`config.mk`:
```
export PLATFORM = sky130hd
export DESIGN_NAME = integer_iir_filter_top
export DESIGN_NICKNAME = d
export VERILOG_FILES = /design/src/hdl/iif_pkg.sv /design/src/hdl/iif_ram.sv /design/src/hdl/iif_mac.sv /design/src/hdl/iif_ctrl.sv /design/src/hdl/integer_iir_filter_top.sv
export SDC_FILE = /design/constraint.sdc
export NUM_CORES = 2
export LEC_CHECK = 0
export BUFFER_PORTS_ARGS = -buffer_cell sky130_fd_sc_hd__buf_2
export CAP_MARGIN = 20
export CELL_PAD_IN_SITES_DETAIL_PLACEMENT = 1
export CELL_PAD_IN_SITES_GLOBAL_PLACEMENT = 2
export CORE_MARGIN = 4
export CORE_UTILIZATION = 30
export CTS_CLUSTER_SIZE = 20
export DETAILED_ROUTE_END_ITERATION = 8
export HOLD_SLACK_MARGIN = 0.06
export PLACE_DENSITY_LB_ADDON = 0.25
export SKIP_LAST_GASP = 1
export SLEW_MARGIN = 20
export SYNTH_ARGS = -nofsm -noshare
export SYNTH_HDL_FRONTEND = slang
export SYNTH_SLANG_ARGS = --single-unit
```
`constraint.sdc`:
```
create_clock -name clock -period 12.3 [get_ports clock]
set_input_delay 0.615 -clock clock [delete_from_list [all_inputs] [get_ports clock]]
set_output_delay 0.615 -clock clock [all_outputs]
set_load 0.02 [all_outputs]
```
`src/hdl/iif_pkg.sv`:
```
package iif_pkg;

   // default filter order (forward taps; backward taps are one fewer)
   localparam int ORDER_DEF = 8;

   localparam int DATA_W   = 32;
   localparam int SAMPLE_W = 16;
   localparam int COEF_W   = 16;
   localparam int INDEX_W  = 3;
   localparam int KIND_W   = 2;

   // request packing: sample, coef_index, coef_value, padded to whole bytes
   localparam int REQ_FIELDS_W = SAMPLE_W + INDEX_W + COEF_W;
   localparam int REQ_TDATA_W  = ((REQ_FIELDS_W + 7) / 8) * 8;

   typedef enum logic [KIND_W-1:0] {
      KIND_SAMPLE   = 2'd0,
      KIND_FWD_COEF = 2'd1,
      KIND_BWD_COEF = 2'd2,
      KIND_FILL     = 2'd3
   } kind_type;

   // tap descriptor that travels alongside the memory read data
   typedef struct packed {
      logic vld;
      logic back;
      logic first;
      logic last;
      logic hv;
      logic cv;
   } mac_ctl_type;

endpackage

```
`src/hdl/iif_ram.sv`:
```
module iif_ram #(
   parameter int WIDTH = 32,
   parameter int DEPTH = 16
) (
   input  logic                     clock,
   input  logic                     wr_en,
   input  logic [$clog2(DEPTH)-1:0] wr_addr,
   input  logic [WIDTH-1:0]         wr_data,
   input  logic [$clog2(DEPTH)-1:0] rd_addr,
   output logic [WIDTH-1:0]         rd_data
);

   logic [WIDTH-1:0] mem [DEPTH];
   logic [WIDTH-1:0] rd_data_ff;

   always_ff @(posedge clock) begin
      if (wr_en) begin
         mem[wr_addr] <= wr_data;
      end
      rd_data_ff <= mem[rd_addr];
   end

   assign rd_data = rd_data_ff;

endmodule

```
`src/hdl/iif_mac.sv`:
```
module iif_mac (
   input  logic                clock,
   input  logic                reset,
   input  iif_pkg::mac_ctl_type ctl,
   input  logic [31:0]         hist_rdata,
   input  logic [15:0]         coef_rdata,
   input  logic [15:0]         fill_value,
   output logic [31:0]         acc,
   output logic                done
);
   import iif_pkg::*;

   logic [DATA_W-1:0]          hist_op;
   logic [COEF_W-1:0]          coef_op;
   logic [DATA_W+COEF_W-1:0]   prod_full;
   logic [DATA_W-1:0]          prod_ff;
   mac_ctl_type                s1_ff;
   logic [DATA_W-1:0]          acc_ff;
   logic [DATA_W-1:0]          acc_base;
   logic [DATA_W-1:0]          acc_in;
   logic                       done_ff;

   // entries never written since the last fill read as the fill value,
   // coefficients never written read as zero
   always_comb begin
      hist_op   = ctl.hv ? hist_rdata
                         : {{(DATA_W-SAMPLE_W){fill_value[SAMPLE_W-1]}}, fill_value};
      coef_op   = ctl.cv ? coef_rdata : '0;
      prod_full = $signed(hist_op) * $signed(coef_op);
   end

   // wrapping accumulate, backward taps subtract
   always_comb begin
      acc_base = s1_ff.first ? '0 : acc_ff;
      acc_in   = s1_ff.back ? (acc_base - prod_ff) : (acc_base + prod_ff);
   end

   always_ff @(posedge clock) begin
      if (reset) begin
         s1_ff   <= '0;
         done_ff <= 1'b0;
      end else begin
         s1_ff   <= ctl;
         done_ff <= s1_ff.vld && s1_ff.last;
      end
      prod_ff <= prod_full[DATA_W-1:0];
      if (s1_ff.vld) begin
         acc_ff <= acc_in;
      end
   end

   assign acc  = acc_ff;
   assign done = done_ff;

endmodule

```
`src/hdl/iif_ctrl.sv`:
```
module iif_ctrl #(
   parameter int ORDER = iif_pkg::ORDER_DEF
) (
   input  logic                           clock,
   input  logic                           reset,
   input  logic                           req_tvalid,
   output logic                           req_tready,
   input  iif_pkg::kind_type              req_kind,
   input  logic [15:0]                    req_sample,
   input  logic [2:0]                     req_coef_index,
   input  logic [15:0]                    req_coef_value,
   input  logic [15:0]                    start_value,
   output logic                           rsp_tvalid,
   input  logic                           rsp_tready,
   output logic [31:0]                    rsp_tdata,
   output logic                           hist_we,
   output logic [$clog2(2*ORDER-1)-1:0]   hist_waddr,
   output logic [31:0]                    hist_wdata,
   output logic [$clog2(2*ORDER-1)-1:0]   hist_raddr,
   output logic                           coef_we,
   output logic [$clog2(2*ORDER-1)-1:0]   coef_waddr,
   output logic [15:0]                    coef_wdata,
   output logic [$clog2(2*ORDER-1)-1:0]   coef_raddr,
   output iif_pkg::mac_ctl_type           mac_ctl,
   output logic [15:0]                    fill_value,
   input  logic                           mac_done,
   input  logic [31:0]                    mac_acc
);
   import iif_pkg::*;

   localparam int NTAP = 2*ORDER - 1;
   localparam int AW   = $clog2(NTAP);
   localparam int PW   = $clog2(ORDER);

   typedef enum logic [3:0] {
      ST_IDLE  = 4'b0001,
      ST_TAPS  = 4'b0010,
      ST_DRAIN = 4'b0100,
      ST_DONE  = 4'b1000
   } state_type;

   function automatic logic [PW-1:0] adv_pos(input logic [PW-1:0] p, input int n);
      if (int'(p) + 1 >= n) begin
         return '0;
      end
      return p + PW'(1);
   endfunction

   state_type          state_ff, state_in;
   logic [AW-1:0]      tap_ff, tap_in;
   logic [PW-1:0]      xpos_ff, xpos_in;
   logic [PW-1:0]      ypos_ff, ypos_in;
   logic [PW-1:0]      rx_ff, rx_in;
   logic [PW-1:0]      ry_ff, ry_in;
   logic [NTAP-1:0]    hist_vld_ff, hist_vld_in;
   logic [NTAP-1:0]    coef_vld_ff, coef_vld_in;
   logic [SAMPLE_W-1:0] fill_ff, fill_in;
   mac_ctl_type        ctl_ff, ctl_in;
   logic               rsp_tvalid_ff, rsp_tvalid_in;
   logic [DATA_W-1:0]  rsp_tdata_ff, rsp_tdata_in;

   logic               accept;
   logic               is_back;
   logic               last_tap;
   logic               out_free;
   logic               finish;
   logic [PW-1:0]      new_x;
   logic [PW-1:0]      y_slot;
   logic               fwd_ok;
   logic               bwd_ok;

   always_comb begin
      accept   = req_tvalid && (state_ff == ST_IDLE);
      is_back  = int'(tap_ff) >= ORDER;
      last_tap = int'(tap_ff) == NTAP - 1;
      out_free = !rsp_tvalid_ff || rsp_tready;
      finish   = (state_ff == ST_DONE) && out_free;
      new_x    = adv_pos(xpos_ff, ORDER);
      y_slot   = adv_pos(ypos_ff, ORDER - 1);
      fwd_ok   = int'(req_coef_index) < ORDER;
      bwd_ok   = int'(req_coef_index) < ORDER - 1;
   end

   // read side: forward taps walk the input ring, backward taps the output ring
   always_comb begin
      hist_raddr = is_back ? (AW'(ORDER) + AW'(ry_ff)) : AW'(rx_ff);
      coef_raddr = tap_ff;
      ctl_in.vld   = (state_ff == ST_TAPS);
      ctl_in.back  = is_back;
      ctl_in.first = (tap_ff == '0);
      ctl_in.last  = last_tap;
      ctl_in.hv    = hist_vld_ff[hist_raddr];
      ctl_in.cv    = coef_vld_ff[coef_raddr];
   end

   // write side: new sample or coefficient on accept, new output on finish
   always_comb begin
      hist_we    = 1'b0;
      hist_waddr = AW'(new_x);
      hist_wdata = {{(DATA_W-SAMPLE_W){req_sample[SAMPLE_W-1]}}, req_sample};
      if (accept && (req_kind == KIND_SAMPLE)) begin
         hist_we = 1'b1;
      end else if (finish) begin
         hist_we    = 1'b1;
         hist_waddr = AW'(ORDER) + AW'(y_slot);
         hist_wdata = mac_acc;
      end
      coef_we    = 1'b0;
      coef_waddr = AW'(req_coef_index);
      coef_wdata = req_coef_value;
      if (accept && (req_kind == KIND_FWD_COEF) && fwd_ok) begin
         coef_we = 1'b1;
      end else if (accept && (req_kind == KIND_BWD_COEF) && bwd_ok) begin
         coef_we    = 1'b1;
         coef_waddr = AW'(ORDER) + AW'(req_coef_index);
      end
   end

   always_comb begin
      state_in      = state_ff;
      tap_in        = tap_ff;
      xpos_in       = xpos_ff;
      ypos_in       = ypos_ff;
      rx_in         = rx_ff;
      ry_in         = ry_ff;
      hist_vld_in   = hist_vld_ff;
      coef_vld_in   = coef_vld_ff;
      fill_in       = fill_ff;
      rsp_tvalid_in = rsp_tvalid_ff && !rsp_tready;
      rsp_tdata_in  = rsp_tdata_ff;

      if (hist_we) begin
         hist_vld_in[hist_waddr] = 1'b1;
      end
      if (coef_we) begin
         coef_vld_in[coef_waddr] = 1'b1;
      end

      case (state_ff)
         ST_IDLE: begin
            if (accept) begin
               case (req_kind)
                  KIND_SAMPLE: begin
                     xpos_in  = new_x;
                     rx_in    = adv_pos(new_x, ORDER);
                     ry_in    = y_slot;
                     tap_in   = '0;
                     state_in = ST_TAPS;
                  end
                  KIND_FILL: begin
                     hist_vld_in = '0;
                     fill_in     = start_value;
                  end
                  default: begin
                  end
               endcase
            end
         end
         ST_TAPS: begin
            if (is_back) begin
               ry_in = adv_pos(ry_ff, ORDER - 1);
            end else begin
               rx_in = adv_pos(rx_ff, ORDER);
            end
            // tap counter rests on the last tap so reads stay inside the tables
            if (last_tap) begin
               state_in = ST_DRAIN;
            end else begin
               tap_in = tap_ff + AW'(1);
            end
         end
         ST_DRAIN: begin
            if (mac_done) begin
               state_in = ST_DONE;
            end
         end
         ST_DONE: begin
            if (finish) begin
               rsp_tvalid_in = 1'b1;
               rsp_tdata_in  = mac_acc;
               ypos_in       = y_slot;
               state_in      = ST_IDLE;
            end
         end
         default: begin
            state_in = ST_IDLE;
         end
      endcase
   end

   always_ff @(posedge clock) begin
      if (reset) begin
         state_ff      <= ST_IDLE;
         tap_ff        <= '0;
         xpos_ff       <= PW'(ORDER - 1);
         ypos_ff       <= PW'(ORDER - 2);
         rx_ff         <= '0;
         ry_ff         <= '0;
         hist_vld_ff   <= '0;
         coef_vld_ff   <= '0;
         fill_ff       <= '0;
         ctl_ff        <= '0;
         rsp_tvalid_ff <= 1'b0;
      end else begin
         state_ff      <= state_in;
         tap_ff        <= tap_in;
         xpos_ff       <= xpos_in;
         ypos_ff       <= ypos_in;
         rx_ff         <= rx_in;
         ry_ff         <= ry_in;
         hist_vld_ff   <= hist_vld_in;
         coef_vld_ff   <= coef_vld_in;
         fill_ff       <= fill_in;
         ctl_ff        <= ctl_in;
         rsp_tvalid_ff <= rsp_tvalid_in;
      end
      rsp_tdata_ff <= rsp_tdata_in;
   end

   assign req_tready = (state_ff == ST_IDLE);
   assign rsp_tvalid = rsp_tvalid_ff;
   assign rsp_tdata  = rsp_tdata_ff;
   assign mac_ctl    = ctl_ff;
   assign fill_value = fill_ff;

endmodule

```
`src/hdl/integer_iir_filter_top.sv`:
```
// integer direct-form-I iir filter. a request of kind sample pushes the sample into an
// ORDER-deep input ring, forms the sum of forward coefficients times inputs (oldest first,
// the last coefficient weighting the newest sample), subtracts the sum of ORDER-1 backward
// coefficients times past outputs, returns the difference on rsp and pushes it into the
// output ring; all arithmetic wraps modulo 2^32. kinds 1 and 2 load one forward or
// backward coefficient (an index beyond the table is dropped), kind 3 sets both histories
// to the start_value register; these give no response. a sample is computed by the single
// multiply-accumulate unit that steps through all 2*ORDER-1 taps, one read of the history
// and coefficient memories per tap. a new request is taken as soon as the result sits in
// the output register, even if it has not yet been collected. start_value may be written
// on csr at any cycle while no sample is in progress.
module integer_iir_filter_top #(
   parameter int ORDER = iif_pkg::ORDER_DEF
) (
   input  logic        clock,
   input  logic        reset,
   // request channel
   input  logic        req_tvalid,
   output logic        req_tready,
   input  logic [39:0] req_tdata,   // sample[15:0], coef_index[18:16], coef_value[34:19]
   input  logic [1:0]  req_tuser,   // kind[1:0]
   // response channel
   output logic        rsp_tvalid,
   input  logic        rsp_tready,
   output logic [31:0] rsp_tdata,   // filtered[31:0]
   // start_value register
   input  logic        csr_tvalid,
   output logic        csr_tready,
   input  logic [15:0] csr_tdata    // start_value[15:0]
);
   import iif_pkg::*;

   localparam int NTAP = 2*ORDER - 1;
   localparam int AW   = $clog2(NTAP);

   logic [SAMPLE_W-1:0] start_value_ff, start_value_in;

   kind_type            req_kind;
   logic [SAMPLE_W-1:0] req_sample;
   logic [INDEX_W-1:0]  req_coef_index;
   logic [COEF_W-1:0]   req_coef_value;

   logic                hist_we;
   logic [AW-1:0]       hist_waddr;
   logic [DATA_W-1:0]   hist_wdata;
   logic [AW-1:0]       hist_raddr;
   logic [DATA_W-1:0]   hist_rdata;
   logic                coef_we;
   logic [AW-1:0]       coef_waddr;
   logic [COEF_W-1:0]   coef_wdata;
   logic [AW-1:0]       coef_raddr;
   logic [COEF_W-1:0]   coef_rdata;

   mac_ctl_type         mac_ctl;
   logic [SAMPLE_W-1:0] fill_value;
   logic                mac_done;
   logic [DATA_W-1:0]   mac_acc;

   // request unpacking
   always_comb begin
      req_kind       = kind_type'(req_tuser);
      req_sample     = req_tdata[SAMPLE_W-1:0];
      req_coef_index = req_tdata[SAMPLE_W+INDEX_W-1:SAMPLE_W];
      req_coef_value = req_tdata[REQ_FIELDS_W-1:SAMPLE_W+INDEX_W];
   end

   // start_value register, always writable
   assign csr_tready     = 1'b1;
   assign start_value_in = (csr_tvalid && csr_tready) ? csr_tdata : start_value_ff;

   always_ff @(posedge clock) begin
      if (reset) begin
         start_value_ff <= '0;
      end else begin
         start_value_ff <= start_value_in;
      end
   end

   // sequencer: ring pointers, tap walk, valid bits and response register
   iif_ctrl #(.ORDER(ORDER)) u_ctrl (
      .clock          (clock),
      .reset          (reset),
      .req_tvalid     (req_tvalid),
      .req_tready     (req_tready),
      .req_kind       (req_kind),
      .req_sample     (req_sample),
      .req_coef_index (req_coef_index),
      .req_coef_value (req_coef_value),
      .start_value    (start_value_ff),
      .rsp_tvalid     (rsp_tvalid),
      .rsp_tready     (rsp_tready),
      .rsp_tdata      (rsp_tdata),
      .hist_we        (hist_we),
      .hist_waddr     (hist_waddr),
      .hist_wdata     (hist_wdata),
      .hist_raddr     (hist_raddr),
      .coef_we        (coef_we),
      .coef_waddr     (coef_waddr),
      .coef_wdata     (coef_wdata),
      .coef_raddr     (coef_raddr),
      .mac_ctl        (mac_ctl),
      .fill_value     (fill_value),
      .mac_done       (mac_done),
      .mac_acc        (mac_acc)
   );

   // input ring in the lower ORDER entries, output ring above it
   iif_ram #(.WIDTH(DATA_W), .DEPTH(NTAP)) u_hist_ram (
      .clock   (clock),
      .wr_en   (hist_we),
      .wr_addr (hist_waddr),
      .wr_data (hist_wdata),
      .rd_addr (hist_raddr),
      .rd_data (hist_rdata)
   );

   // forward coefficients in the lower ORDER entries, backward ones above
   iif_ram #(.WIDTH(COEF_W), .DEPTH(NTAP)) u_coef_ram (
      .clock   (clock),
      .wr_en   (coef_we),
      .wr_addr (coef_waddr),
      .wr_data (coef_wdata),
      .rd_addr (coef_raddr),
      .rd_data (coef_rdata)
   );

   // shared multiply-accumulate, two stages behind the memory read
   iif_mac u_mac (
      .clock      (clock),
      .reset      (reset),
      .ctl        (mac_ctl),
      .hist_rdata (hist_rdata),
      .coef_rdata (coef_rdata),
      .fill_value (fill_value),
      .acc        (mac_acc),
      .done       (mac_done)
   );

   // a sample request closes the request side for the computation
   a_sample_busy: assert property (@(posedge clock) disable iff (reset)
      (req_tvalid && req_tready && (req_tuser == KIND_SAMPLE)) |=> !req_tready)
      else $error("request side open right after a sample request");

   // the accumulator only completes while a sample is in progress
   a_done_busy: assert property (@(posedge clock) disable iff (reset)
      mac_done |-> !req_tready)
      else $error("accumulation finished while idle");

   // a response only appears at the end of a computation
   a_rsp_after_calc: assert property (@(posedge clock) disable iff (reset)
      $rose(rsp_tvalid) |-> $past(!req_tready))
      else $error("response raised without a computation");

endmodule
```
==> results.py <==
metrics = {
    "power_and_ir_drop": {
        "p_sw_w": 0.00164,
        "leakagePower_nw": 20.8,
        "combPwrFrac_pct": 5.2,
        "seq_power_share_pct": 50.1,
        "swShare_pct": 23.1,
        "vdd_drop_max_mv": 0.107,
        "power.internal_w": 0.00547,
        "p_clk_share_pct": 44.7,
        "power_density_mw_per_mm2": 125,
    },
    "placed_design": {
        "port_buffers": 91,
        "dpl.hpwl_mm": 97.9,
        "placed_area_mm2": 0.0534,
        "gp_congestion": 0.787,
    },
    "logic_synthesis": {
        "synth-seq-cells": 958,
        "syn_nets": 4522,
        "synthesis.area_mm2": 0.0500,
        "ys_seq_area_share_pct": 54.0,
        "synth_warnings": 0,
        "synthArstFlopShare_pct": 0,
        "synth_area_per_cell_um2": 12.4,
        "yosysUniqueCellTypes": 75,
        "synthFlopType": "edfxtp_1",
        "synth_edf_count": 784,
        "syn_inst": 4020,
    },
    "layout": {
        "fillCellCount": 17674,
        "final-seq-area_mm2": 0.0270,
        "nNetsFinal": 4627,
        "drive_gt1_share_pct": 12.2,
        "multi_input_area_mm2": 0.0209,
        "final_area_mm2": 0.0570,
        "layout_commonest_cell": "edfxtp_1",
        "area_delta_synth_final_pct": 13.8,
        "layout_common_cells": "edfxtp_1 (784), nand2_1 (572), inv_1 (426)",
    },
    "worst_setup_path": {
        "arrival_ns": 8.94,
        "worst_ep_required_time_ns": 12.96,
        "crit_chain": "buf_4, mux2i_1, nor2_1, fa_1, inv_1, fa_1, fa_1, inv_1, fa_1, fa_1, inv_1, fa_1, inv_1, ha_1, a21o_1, a31o_2, a22oi_1, a31oi_1, buf_4, a2111oi_0, or2_1, o2111ai_1, a21oi_1, xnor2_1",
        "critPathKind": "register to register",
        "critPathBufInv": 6,
        "worstSetupEndpointType": "register",
        "crit_family": "adder cells",
        "cp_slowest_cell": "mux2i_1",
        "cpPeakStageDelay_ns": 0.95,
        "cp_common_cell": "fa_1",
        "crit_path_start_kind": "register",
        "critPathMaxFanout": 32,
    },
    "clock_network": {
        "cts_buffers": 107,
        "cts.repair.resized": 0,
        "post_cts_buffers": 0,
        "clk_pin_slew_worst_paths_ns": 0.06,
        "clk_latency_ns": 0.74,
        "cts_root_buffer": "clkbuf_16",
        "clockBufferDepth": 3,
        "cts_tree": "yes",
        "hold_buffers": 3,
        "cts_sinks": 958,
        "h-tree-depth": 3,
    },
    "die": {
        "die_w_um": 416,
        "rows": 149,
        "io_pins": 98,
        "coreArea_mm2": 0.165,
        "die_h_um": 416,
        "die_area_mm2": 0.173,
        "initial_core_util_pct": 30.3,
    },
    "timing": {
        "final-setup-viol-count": 0,
        "fmax_mhz": 121,
        "finalHoldViolations": 0,
        "worst_slew_pin_slew_ns": 1.13,
        "clock-skew-final_ns": 0.0724,
        "rsz0062_at_grt": "false",
        "fin_crit_ns": 8.28,
        "finalMaxSlewViolations": 0,
        "min_period_over_period_pct": 67.3,
        "max-slew-margin-rel_pct": 25.0,
        "timing.setup.tns_ns": 0,
    },
    "grt": {
        "grt_first_pass_wirelength_mm": 223,
        "grt_max_degree": 143,
        "grt_usage_pct": 17.3,
        "grt_pass1_vias": 33020,
        "overflow": 0,
        "antenna_found_initial": 14,
    },
    "outcome": {
        "outcome": "finished clean",
    },
    "run": {
        "maxCapViolCount": 0,
    },
    "route": {
        "ant_nets": 0,
        "firstDrtPassIters": 4,
        "viasPerCell": 4.83,
        "wl_per_cell_um": 23.5,
        "drc": 0,
        "drt_iter0_markers": 1686,
        "vias": 30959,
        "wirelength_mm": 151,
    },
    "min_path": {
        "hp-class": "input port to register",
    },
}
-- worst register-to-register path: stages (launching register included) --
cell and delay, ns:
dfxtp_2 0.73, buf_4 0.55, mux2i_1 0.98, nor2_1 0.16, fa_1 0.58, inv_1 0.06
fa_1 0.51, fa_1 0.52, inv_1 0.05, fa_1 0.47, fa_1 0.55, inv_1 0.06
fa_1 0.53, inv_1 0.04, ha_1 0.40, a21o_1 0.20, a31o_2 0.22, a22oi_1 0.27
a31oi_1 0.14, buf_4 0.18, a2111oi_0 0.40, or2_1 0.23, o2111ai_1 0.14, a21oi_1 0.19
xnor2_1 0.13
-- stage by stage --
step / instances / setup WS, ns / util, % / hold WS, ns / total power (W)
floorplan: 4020 / 4.88 / - / 0.395 / 0.00385
global placement: 6202 / 3.92 / 32.3 / 0.407 / 0.00401
detailed placement: 6202 / 3.77 / 32.3 / 0.412 / 0.00401
CTS: 6404 / 3.82 / 34.4 / 0.0603 / 0.00723
global route: 6411 / 3.50 / 34.4 / 0.103 / 0.00739
finish: 6413 / 4.02 / 34.4 / 0.134 / 0.00711
-- synthesized netlist by cell type (3+ instances only) --
library cell / count / share of area, %
o21ai_0: 79 / 0.79
clkbuf_1: 149 / 1.1
nor3b_1: 5 / 0.075
nand3_1: 15 / 0.15
nand4_1: 8 / 0.10
buf_2: 9 / 0.090
or2_2: 4 / 0.050
mux4_2: 106 / 4.8
a211oi_1: 105 / 1.6
and3_1: 5 / 0.063
a31oi_1: 103 / 1.3
nor2b_1: 42 / 0.53
mux2_2: 16 / 0.36
xnor2_1: 97 / 1.7
a311oi_1: 3 / 0.053
inv_1: 426 / 3.2
and3b_1: 3 / 0.053
xor2_1: 19 / 0.33
nor2_1: 325 / 2.4
a211o_1: 3 / 0.053
o211ai_1: 3 / 0.045
a21boi_0: 3 / 0.045
edfxtp_1: 784 / 47
o31ai_2: 3 / 0.075
nor3_1: 24 / 0.24
buf_1: 26 / 0.20
nand3b_1: 4 / 0.060
nand2_1: 572 / 4.3
fa_1: 305 / 12
a221oi_1: 3 / 0.053
nor3_2: 3 / 0.060
a21o_1: 55 / 0.83
and2_0: 58 / 0.73
dfxtp_1: 174 / 7.0
and2_1: 55 / 0.69
nand2b_1: 17 / 0.21
o22ai_1: 3 / 0.038
ha_1: 134 / 3.4
nor4_1: 4 / 0.050
o21bai_1: 6 / 0.090
mux2i_1: 85 / 1.7
o21a_1: 25 / 0.38
a21oi_1: 111 / 1.1
or3_1: 4 / 0.050
-- final cells by class --
type	instances	area share (%)
clock inverter	59	0.984
sequential	958	47.5
tap	2189	4.81
multi-input combinational	2450	36.8
clock buffer	140	5.08
timing repair buffer	181	2.02
inverter	427	2.82
antenna	9	0.0395
-- state kept, by name, indices dropped and copies added (netlist names), 6 cells and up --
name	flops
u_ctrl.rsp_tdata	32
u_coef_ram.mem	240
u_coef_ram.rd_data	16
u_hist_ram.rd_data	32
u_ctrl.coef_vld_ff	15
u_hist_ram.mem	480
u_ctrl.mac_ctl	6
start_value_ff	16
u_mac.acc	32
u_ctrl.fill_value	16
u_mac.prod_ff	32
u_ctrl.hist_vld_ff	15
-- cells by family after synthesis --
kind of cell | after synthesis | synth area share, %
AO/OA/AOI/OAI | 532 | 6.97
adder cells (fa/ha/maj) | 439 | 15.6
XOR/XNOR | 116 | 2.03
multiplexers | 207 | 6.83
other | 1 | 0.00750
flip-flops | 958 | 54.0
AND/OR/NAND/NOR | 1155 | 9.97
buffers and inverters | 612 | 4.62
-- path summary, 6_finish.rpt --
| path | start | end | slack (ns) | depth (start not counted) |
|---|---|---|---|---|
| hold reg to reg | u_mac.s1_ff[2] | u_mac.done | 0.42 | 2 |
| hold / removal | csr_tdata[15] | start_value_ff[15] | 0.13 | 3 |
| setup / recovery | u_ctrl.mac_ctl[1] | u_mac.prod_ff[30] | 4.02 | 24 |
| setup reg to reg | u_ctrl.mac_ctl[1] | u_mac.prod_ff[30] | 4.02 | 24 |
-- power by group through the flow --
stage               clock, W  combinational [W]  sequential (W)
global route         0.00341           0.000409         0.00357
floorplan                  0           0.000226         0.00362
finish               0.00318           0.000372         0.00356
global placement           0           0.000374         0.00363
CTS                  0.00328           0.000380         0.00356
detailed placement         0           0.000378         0.00363
-- per-layer routing --
metal  share of wire (%)  vias to the layer above  track usage, %  routed length, µm
met5              0.0047                        -               0                  7
met2                  49                      421            29.6              73700
met1                  46                    16312            23.6              69300
met3                 3.0                      141            2.08               4490
met4                 2.0                        2            3.75               3020
li1                    -                    14083               -                  -
(Power assumes the default switching activity.)
